File: config.mk
export PLATFORM = sky130hd
export DESIGN_NAME = camera_frame_deframer
export DESIGN_NICKNAME = d
export VERILOG_FILES = /design/src/rtl/cfd_pkg.sv /design/src/rtl/camera_frame_deframer.sv
export SDC_FILE = /design/constraint.sdc
export NUM_CORES = 1
export LEC_CHECK = 0
export BUFFER_PORTS_ARGS = -buffer_cell sky130_fd_sc_hd__buf_2
export CORE_ASPECT_RATIO = 1.1
export CORE_UTILIZATION = 30
export CTS_BUF_LIST = sky130_fd_sc_hd__clkbuf_16
export DETAILED_ROUTE_END_ITERATION = 6
export GPL_TIMING_DRIVEN = 1
export SYNTH_ARGS = -nofsm -noshare
export SYNTH_HDL_FRONTEND = slang
export SYNTH_SLANG_ARGS = --single-unit
File: constraint.sdc
create_clock -name clk -period 14.94 [get_ports clk]
set_clock_uncertainty 0.15 [all_clocks]
set_input_delay 2.241 -clock clk [delete_from_list [all_inputs] [get_ports clk]]
set_output_delay 2.241 -clock clk [all_outputs]
set_load 0.03 [all_outputs]
File: src/rtl/cfd_pkg.sv
package cfd_pkg;

    localparam logic [7:0] SYNC_BYTE    = 8'hAA;
    localparam logic [7:0] TRAILER_BYTE = 8'hFF;
    localparam logic [7:0] TYPE_BYTE    = 8'h51;
    localparam int         SUM_LEN      = 12;
    localparam logic [3:0] SUM_POS      = 4'(SUM_LEN);
    localparam logic [3:0] LAST_POS     = 4'(SUM_LEN + 1);
    localparam logic [3:0] HUNT_POS     = 4'd0;

    typedef enum logic [1:0] {
        STATUS_OK          = 2'd0,
        STATUS_BAD_TRAILER = 2'd1,
        STATUS_BAD_SUM     = 2'd2,
        STATUS_BAD_TYPE    = 2'd3
    } frame_status_t;

endpackage

File: src/rtl/camera_frame_deframer.sv
// an accepted trailer byte passes the input register, and its frame result is then registered in the output register
// throughput: one byte per cycle; the input register only holds while a finished
// frame result still waits in the output register
// reset: asynchronous, active low; clears the hunt position, running sum and valids
// the stored frame bytes are not reset and are always written before being read
module camera_frame_deframer
    import cfd_pkg::*;
(
    input  logic               clk,
    input  logic               rst_n,
    input  logic               rx_valid,
    output logic               rx_stall,
    input  logic [7:0]         rx_byte,
    output logic               res_valid,
    input  logic               res_stall,
    output logic [1:0]         frame_status,
    output logic signed [15:0] x_distance,
    output logic signed [15:0] y_distance,
    output logic signed [15:0] track_offset,
    output logic [7:0]         find_flag,
    output logic signed [15:0] line_detect
);

    logic          s1_valid_reg;
    logic [7:0]    s1_byte_reg;
    logic [3:0]    pos_reg;
    logic [3:0]    pos_next;
    logic [7:0]    sum_reg;
    logic [7:0]    sum_next;
    logic [7:0]    frame_reg [SUM_LEN];

    logic          res_valid_reg;
    frame_status_t status_reg;
    frame_status_t status_next;
    logic [15:0]   x_reg;
    logic [15:0]   y_reg;
    logic [15:0]   track_reg;
    logic [7:0]    find_reg;
    logic [15:0]   line_reg;

    logic          hunting;
    logic          frame_end;
    logic          out_free;
    logic          advance;
    logic          rx_take;

    assign hunting   = (pos_reg == HUNT_POS) || (pos_reg > LAST_POS);
    assign frame_end = (pos_reg == LAST_POS);
    assign out_free  = !res_valid_reg || !res_stall;
    assign advance   = s1_valid_reg && (!frame_end || out_free);
    assign rx_stall  = s1_valid_reg && !advance;
    assign rx_take   = rx_valid && !rx_stall;

    // input register
    always_ff @(posedge clk or negedge rst_n)
    begin
        if (!rst_n)
        begin
            s1_valid_reg <= 1'b0;
        end
        else if (rx_take)
        begin
            s1_valid_reg <= 1'b1;
        end
        else if (advance)
        begin
            s1_valid_reg <= 1'b0;
        end
    end

    always_ff @(posedge clk)
    begin
        if (rx_take)
        begin
            s1_byte_reg <= rx_byte;
        end
    end

    // frame position and checksum
    always_comb
    begin
        pos_next = pos_reg;
        sum_next = sum_reg;
        if (hunting)
        begin
            pos_next = HUNT_POS;
            if (s1_byte_reg == SYNC_BYTE)
            begin
                pos_next = 4'd1;
                sum_next = s1_byte_reg;
            end
        end
        else if (pos_reg < SUM_POS)
        begin
            pos_next = pos_reg + 4'd1;
            sum_next = sum_reg + s1_byte_reg;
        end
        else if (pos_reg == SUM_POS)
        begin
            pos_next = pos_reg + 4'd1;
            sum_next = sum_reg ^ s1_byte_reg;
        end
        else
        begin
            pos_next = HUNT_POS;
            sum_next = 8'd0;
        end
    end

    always_ff @(posedge clk or negedge rst_n)
    begin
        if (!rst_n)
        begin
            pos_reg <= HUNT_POS;
            sum_reg <= 8'd0;
        end
        else if (advance)
        begin
            pos_reg <= pos_next;
            sum_reg <= sum_next;
        end
    end

    // frame byte store, one slot per position before the checksum byte
    always_ff @(posedge clk)
    begin
        if (advance)
        begin
            for (int i = 0; i < SUM_LEN; i++)
            begin
                if (i == 0)
                begin
                    if (hunting && s1_byte_reg == SYNC_BYTE)
                    begin
                        frame_reg[i] <= s1_byte_reg;
                    end
                end
                else if (pos_reg == 4'(i))
                begin
                    frame_reg[i] <= s1_byte_reg;
                end
            end
        end
    end

    // frame checks in priority order
    always_comb
    begin
        if (s1_byte_reg != TRAILER_BYTE)
        begin
            status_next = STATUS_BAD_TRAILER;
        end
        else if (sum_reg != 8'd0)
        begin
            status_next = STATUS_BAD_SUM;
        end
        else if (frame_reg[1] != TYPE_BYTE)
        begin
            status_next = STATUS_BAD_TYPE;
        end
        else
        begin
            status_next = STATUS_OK;
        end
    end

    // result register
    always_ff @(posedge clk or negedge rst_n)
    begin
        if (!rst_n)
        begin
            res_valid_reg <= 1'b0;
        end
        else if (advance && frame_end)
        begin
            res_valid_reg <= 1'b1;
        end
        else if (!res_stall)
        begin
            res_valid_reg <= 1'b0;
        end
    end

    always_ff @(posedge clk)
    begin
        if (advance && frame_end)
        begin
            status_reg <= status_next;
            if (status_next == STATUS_OK)
            begin
                x_reg     <= {frame_reg[3], frame_reg[4]};
                y_reg     <= {frame_reg[5], frame_reg[6]};
                track_reg <= {frame_reg[7], frame_reg[8]};
                find_reg  <= frame_reg[9];
                line_reg  <= {frame_reg[10], frame_reg[11]};
            end
            else
            begin
                x_reg     <= 16'd0;
                y_reg     <= 16'd0;
                track_reg <= 16'd0;
                find_reg  <= 8'd0;
                line_reg  <= 16'd0;
            end
        end
    end

    assign res_valid    = res_valid_reg;
    assign frame_status = status_reg;
    assign x_distance   = signed'(x_reg);
    assign y_distance   = signed'(y_reg);
    assign track_offset = signed'(track_reg);
    assign find_flag    = find_reg;
    assign line_detect  = signed'(line_reg);

    assert property (@(posedge clk) disable iff (!rst_n)
        pos_reg <= LAST_POS)
        else $error("frame position out of range");

    assert property (@(posedge clk) disable iff (!rst_n)
        rx_stall |-> (s1_valid_reg && frame_end && res_valid_reg && res_stall))
        else $error("input held without a blocked result");

    assert property (@(posedge clk) disable iff (!rst_n)
        (advance && frame_end) |=> (pos_reg == HUNT_POS && sum_reg == 8'd0 && res_valid_reg))
        else $error("frame end did not return to hunting with a result");

    assert property (@(posedge clk) disable iff (!rst_n)
        (res_valid_reg && status_reg != STATUS_OK) |->
            (x_reg == 16'd0 && y_reg == 16'd0 && track_reg == 16'd0 &&
             find_reg == 8'd0 && line_reg == 16'd0))
        else $error("bad frame carries non-zero fields");

endmodule
Word level (Yosys, flattened, before mapping)
Memory sizes are Yosys's and may differ from the RTL's. A register that Yosys moved wholly into a read port is not among the register bits.
Cells that the tools add are included.
{"block": "word_totals", "word_cells": 152, "n_memories": 1, "mem_bits_rw": 96, "output_inout_bits": 76, "ff_bits": 24, "input_bits": 12}
{"memory": "frame_reg", "depth": 12, "word_bits": 8, "read_ports": 10, "rd_clocked_by_memory_dff": 9, "wr": 1, "line": "camera_frame_deframer.sv:30", "rtl": "logic [7:0] frame_reg [SUM_LEN];"}
{"block": "classes", "bitwise": 1, "n_mux": 84, "n_reduce_logical": 38, "n_eq_ne": 18, "n_addsub": 2, "n_lt_le_gt_ge": 2}
{"op": "two-way mux 8 bit", "count": 15}
{"op": "OR reduction 8 bit", "count": 11}
{"op": "two-way mux 4 bit", "count": 14}
{"op": "two-way mux 1 bit", "count": 52}
{"op": "== test 4 bit, second input constant", "count": 6}
{"op": "== test 4 x 3 -> 1 bit, second input constant", "count": 4}
{"op": "logical NOT 1 bit", "count": 14}
{"op": "adder 8 bit", "count": 1}
{"op": "== test 4 x 2 -> 1 bit, second input constant", "count": 2}
{"op": "== test 8 bit, second input constant", "count": 1}
{"op": "!= test 8 x 7 -> 1 bit, second input constant", "count": 1}
{"op": "!= test 8 bit, second input constant", "count": 1}
{"op": "nonzero test 8 bit", "count": 1}
{"op": "bitwise XOR 8 bit", "count": 1}
{"op": "two-way mux 2 bit", "count": 3}
{"op": "logical AND 1 bit", "count": 5}
{"op": "adder 4 x 1 -> 4 bit, second input constant", "count": 1}
{"op": "== test 4 x 1 -> 1 bit, second input constant", "count": 1}
{"op": "greater-than comparator 4 bit, second input constant", "count": 1}
{"op": "logical NOT 4 bit", "count": 1}
{"op": "< comparator 4 bit, second input constant", "count": 1}
{"op": "!= test 2 x 1 -> 1 bit, second input constant", "count": 2}
{"op": "logical OR 1 bit", "count": 3}
{"op": "logical NOT 2 bit", "count": 1}
{"op": "2 further kinds", "count": 2}

Depth between registers and ports, before layout
{"block": "depth", "depth_word": 18, "ltp_mapped": 8, "ltp_nobuf": 8}

Least setup slack after synthesis
Ideal clock, no wire load.
{"block": "synth_timing", "path_kind": "input to register", "start": "input res_stall", "end": "register find_reg[0] (netlist: find_flag[0]) (read register of frame_reg) (enable)", "arrival_ns": 5.700, "setup_ns": 0.506, "stages": 4, "t_required_ns": 14.284, "setup_slack_ns": 8.583, "n_path_buf": 1, "cell_sequence": "nand2_1 > o21ai_2 > buf_2 > nor2_1"}
{"block": "synth_between", "elab_chain_len": 5}
{"item": "start, declared", "line": "camera_frame_deframer.sv:15", "rtl": "input logic res_stall,"}
{"item": "logical NOT 1 bit"}
{"item": "logical OR 1 bit", "line": "camera_frame_deframer.sv:49", "rtl": "assign out_free = !res_valid_reg || !res_stall;"}
{"item": "logical OR 1 bit", "line": "camera_frame_deframer.sv:50", "rtl": "assign advance = s1_valid_reg && (!frame_end || out_free);"}
{"item": "logical AND 1 bit", "line": "camera_frame_deframer.sv:50"}
{"item": "logical AND 1 bit", "line": "camera_frame_deframer.sv:186", "rtl": "if (advance && frame_end)"}
{"item": "end, declared", "line": "camera_frame_deframer.sv:38", "rtl": "logic [7:0] find_reg;"}
No other way between the ends.
A chain may end at the register's enable or synchronous reset.

Worst setup path in the final report
{"block": "layout_timing", "start": "input res_stall", "end": "output rx_stall"}
{"block": "layout_between", "elab_chain_len": 6}
{"item": "logical NOT 1 bit"}
{"item": "logical OR 1 bit", "line": "camera_frame_deframer.sv:49"}
{"item": "logical OR 1 bit", "line": "camera_frame_deframer.sv:50"}
{"item": "logical AND 1 bit", "line": "camera_frame_deframer.sv:50"}
{"item": "logical NOT 1 bit", "line": "camera_frame_deframer.sv:51", "rtl": "assign rx_stall = s1_valid_reg && !advance;"}
{"item": "logical AND 1 bit", "line": "camera_frame_deframer.sv:51"}
{"item": "end, declared", "line": "camera_frame_deframer.sv:12", "rtl": "output logic rx_stall,"}
No other way between the ends.

==> summary.md <==
| Metric | Value |
|---|---|
| Largest register FFs | 80 |
| HP Class | register to register |
| Worst Path Max Fanout | 3 |
| Reg2reg setup slack | roughly 12 ns |
| Chip Width | ~140 um |
| Hold Slack | 0.366 ns |
| Power Dens Cells | 139 mW/mm2 |
| Area of placed instances | 0.00740 mm2 |
| Placer's final routability congestion estimate | about 0.84 |
| Distinct cell type count after synthesis | 43 |
| Cell area after synthesis | 0.00665 mm2 |
| Clock transition at path regs | ~0.06 ns |
| Synth Instances | 401 |
| Via Count | 3459 |
| Seq cells post-synth | 176 |
| Yosys top cell by area | edfxtp_1 |
| Top post-synthesis cells by area | edfxtp_1 (73%), and2_1 (7.2%), dfrtp_1 (5.3%), ha_1 (2.3%), nor2_1 (1.2%) |
| Max Cap Violations | 0 |
| Leakage power | 3.18 nW |
| Share of layout cells above drive strength 1 | between 20% and 30% |
| Setup tns final | 0 ns |
| Crit path DAT | ~2.9 ns |
| Setup Slack @ Placement | 9.70 ns |
| WS Path Type | input pin to primary output |
| N_diodes | 0 |
| Crit path buffers/inverters | 3 |
| CTS buffer count | 17 |
| Core Area | 0.0215 mm2 |
| Reg-to-reg endpoint | find_flag[5]$_SDFFCE_PP0P_ |
| Total Power | 1.11 mW |
| WP data required | 12.55 ns |
| Worst rel slew slack | a little over a fifth |
| Clock sink count | about 180 |
| Sequential fraction of the synthesis area | 78.4% |
| Initial Utilization | around 30% |
| Latest clock arrival within the worst-skew pair | 0.42 ns |
| Crit end category | primary output |
| IO Pins | 88 |
| Commonest cells post-synth | edfxtp_1 (162), and2_1 (77), nor2_1 (22), nand2_1 (19), o21ai_0 (15) |
| Max Slew Vio Count | 0 |
| Asr flop ratio synth | 7.95% |
| Final Hold Viols | 0 |
| CP delay by family, top | buffers and inverters |
| Fin crit share | about a third |
| Post-DP HPWL | about 8000 um |
| Clock tree buffer depth | 2 |
| # H-tree levels | 4 |
| RSZ-0062 raised after global routing | false |
| Pin count of the biggest net entering global routing | 75 |
| Period minus WS final | 5.24 ns |
| Max incr delay on CP | ~0.18 ns |
| Total track usage | 11.9% |
| Setup bufs post-CTS | 0 |
| Row cnt | 56 |
| Worst ir drop on vdd | 0.0000747 V |
| Worst Hold Launch | frame_reg[3][7]$_DFFE_PP_ |
| Critical Path, Cell by Cell | buf_2 -> nand2_1 -> nor2_1 -> nand2_1 -> inv_1 -> buf_2 |
| Drt first pass iters | 4 |
| DR WL/cell | 15.6 um |
| Final Worst Setup Slack | about 9.7 ns |
| FF-to-FF path depth | 6 |
| Final Setup Violations | 0 |
| Die area | roughly 0.023 mm2 |
| Cts hold-fix bufs | 0 |
| Final Routed Wirelength | 12500 um |
| Post-synth EDFFs | 162 |
| Post-DRT Antenna Nets | 0 |
| Worst-Margin Slew | 1.17 ns |
| Post-route cell area | 0.00797 mm2 |
| DR iter-0 viols | 218 |
| Total grt overflow | 0 |
| Post_cts resized | 0 |
| I/O Buffers | 87 |
| Syn. warnings | 0 |
| Synth top area share | 73.2% |
| Peak Freq | about 190 MHz |
| Hold endpoint | x_distance[15]$_SDFFCE_PP0P_ |
| Min-Delay Path Depth | 1 |
| Synthesis-to-layout area growth | 19.9% |
| Initial antenna violation count | 0 |
| R2r startpoint | pos_reg[1]$_DFFE_PN0P_ |
| Syn_nets | ~430 |
| Root Driver | clkbuf_16 |
| Status | completed |
| Final net count | 522 |
| First-pass GRT wire length | 19600 um |
| Crit path launch type | input pin |
| Die span in y | 158 um |
| CTS tree | yes |
| Vias per Instance | 4.33 |
| Vias in the first global route | 3474 |
| Mean Syn Cell Area | 16.6 um2 |
| Synth Flop Type | edfxtp_1 |
| Slowest CP cell | buf_2 |
| Most frequent cell after synthesis | edfxtp_1 |
| DR DRC count | 0 |
-- per-layer routing --
| metal | track usage (%) | share of wire, % |
|---|---|---|
| met1 | 14.9 | 45 |
| met2 | 19.1 | 48 |
| met3 | 3.72 | 5.4 |
| met4 | 4.96 | 1.2 |
| met5 | 0 | 0 |
-- worst register-to-register path, stage by stage, from the launching register on --
cell and delay, ns:
dfrtp_1 0.41, inv_1 0.10, ha_1 0.22, nand3_1 0.26, o21ai_2 0.25, nor2_4 0.13
buf_4 0.71
-- through the flow --
stage,util [%],instances
after floorplan,-,401
after global placement,34.4,768
after detailed placement,34.4,768
after CTS,37.1,798
after global routing,37.1,798
final,37.1,798
-- cell families (layout without fill, tap and decap cells) --
| family | after synthesis | in the layout | share of synthesized area, % |
|---|---|---|---|
| buffers and inverters | 21 | 128 | 1.62 |
| AOI/OAI and AO/OA | 42 | 42 | 4.65 |
| muxes | 1 | 1 | 0.151 |
| and+or+nand+nor | 146 | 146 | 12.3 |
| xor gates and xnor gates | 2 | 2 | 0.263 |
| DFF | 176 | 176 | 78.4 |
| adders and majority gates | 13 | 13 | 2.56 |
-- cells in the final DEF, fill, tap and decap left out, drive strengths merged, types with 8 or more instances in the layout --
cell type / netlist / final
o21ai: 16 / 16
nand2: 19 / 19
nor2: 22 / 22
edfxtp: 162 / 162
dfrtp: 14 / 14
and2: 78 / 78
buf: 6 / 90
clkinv: 0 / 8
ha: 12 / 12
clkbuf: 7 / 17
inv: 8 / 8
-- area by class of cell --
class,instances,area (um2)
timing repair buffer,90,458
tap,290,363
multi-input combinational,204,1340
clock buffer,17,425
sequential,176,5220
fill,2046,13500
inverter,8,30.0
clock inverter,13,148
-- worst max path at each step --
stage	cells past startpoint	slack, ns	end	start
5_1_grt	6	9.62	rx_stall	res_stall
2_1_floorplan	4	8.58	find_flag[0]$_SDFFCE_PP0P_	res_stall
4_1_cts	6	9.70	rx_stall	res_stall
6_report	6	9.70	rx_stall	res_stall
3_3_place_gp	6	9.70	rx_stall	res_stall
3_5_place_dp	6	9.70	rx_stall	res_stall
-- where the power goes --
group	switching (mW)	internal (mW)	leakage, nW
clock	0.171	0.258	0.275
sequential	0.0192	0.551	1.84
combinational	0.0617	0.0437	1.07
total	0.252	0.854	3.18
(Power assumes the default switching activity.)
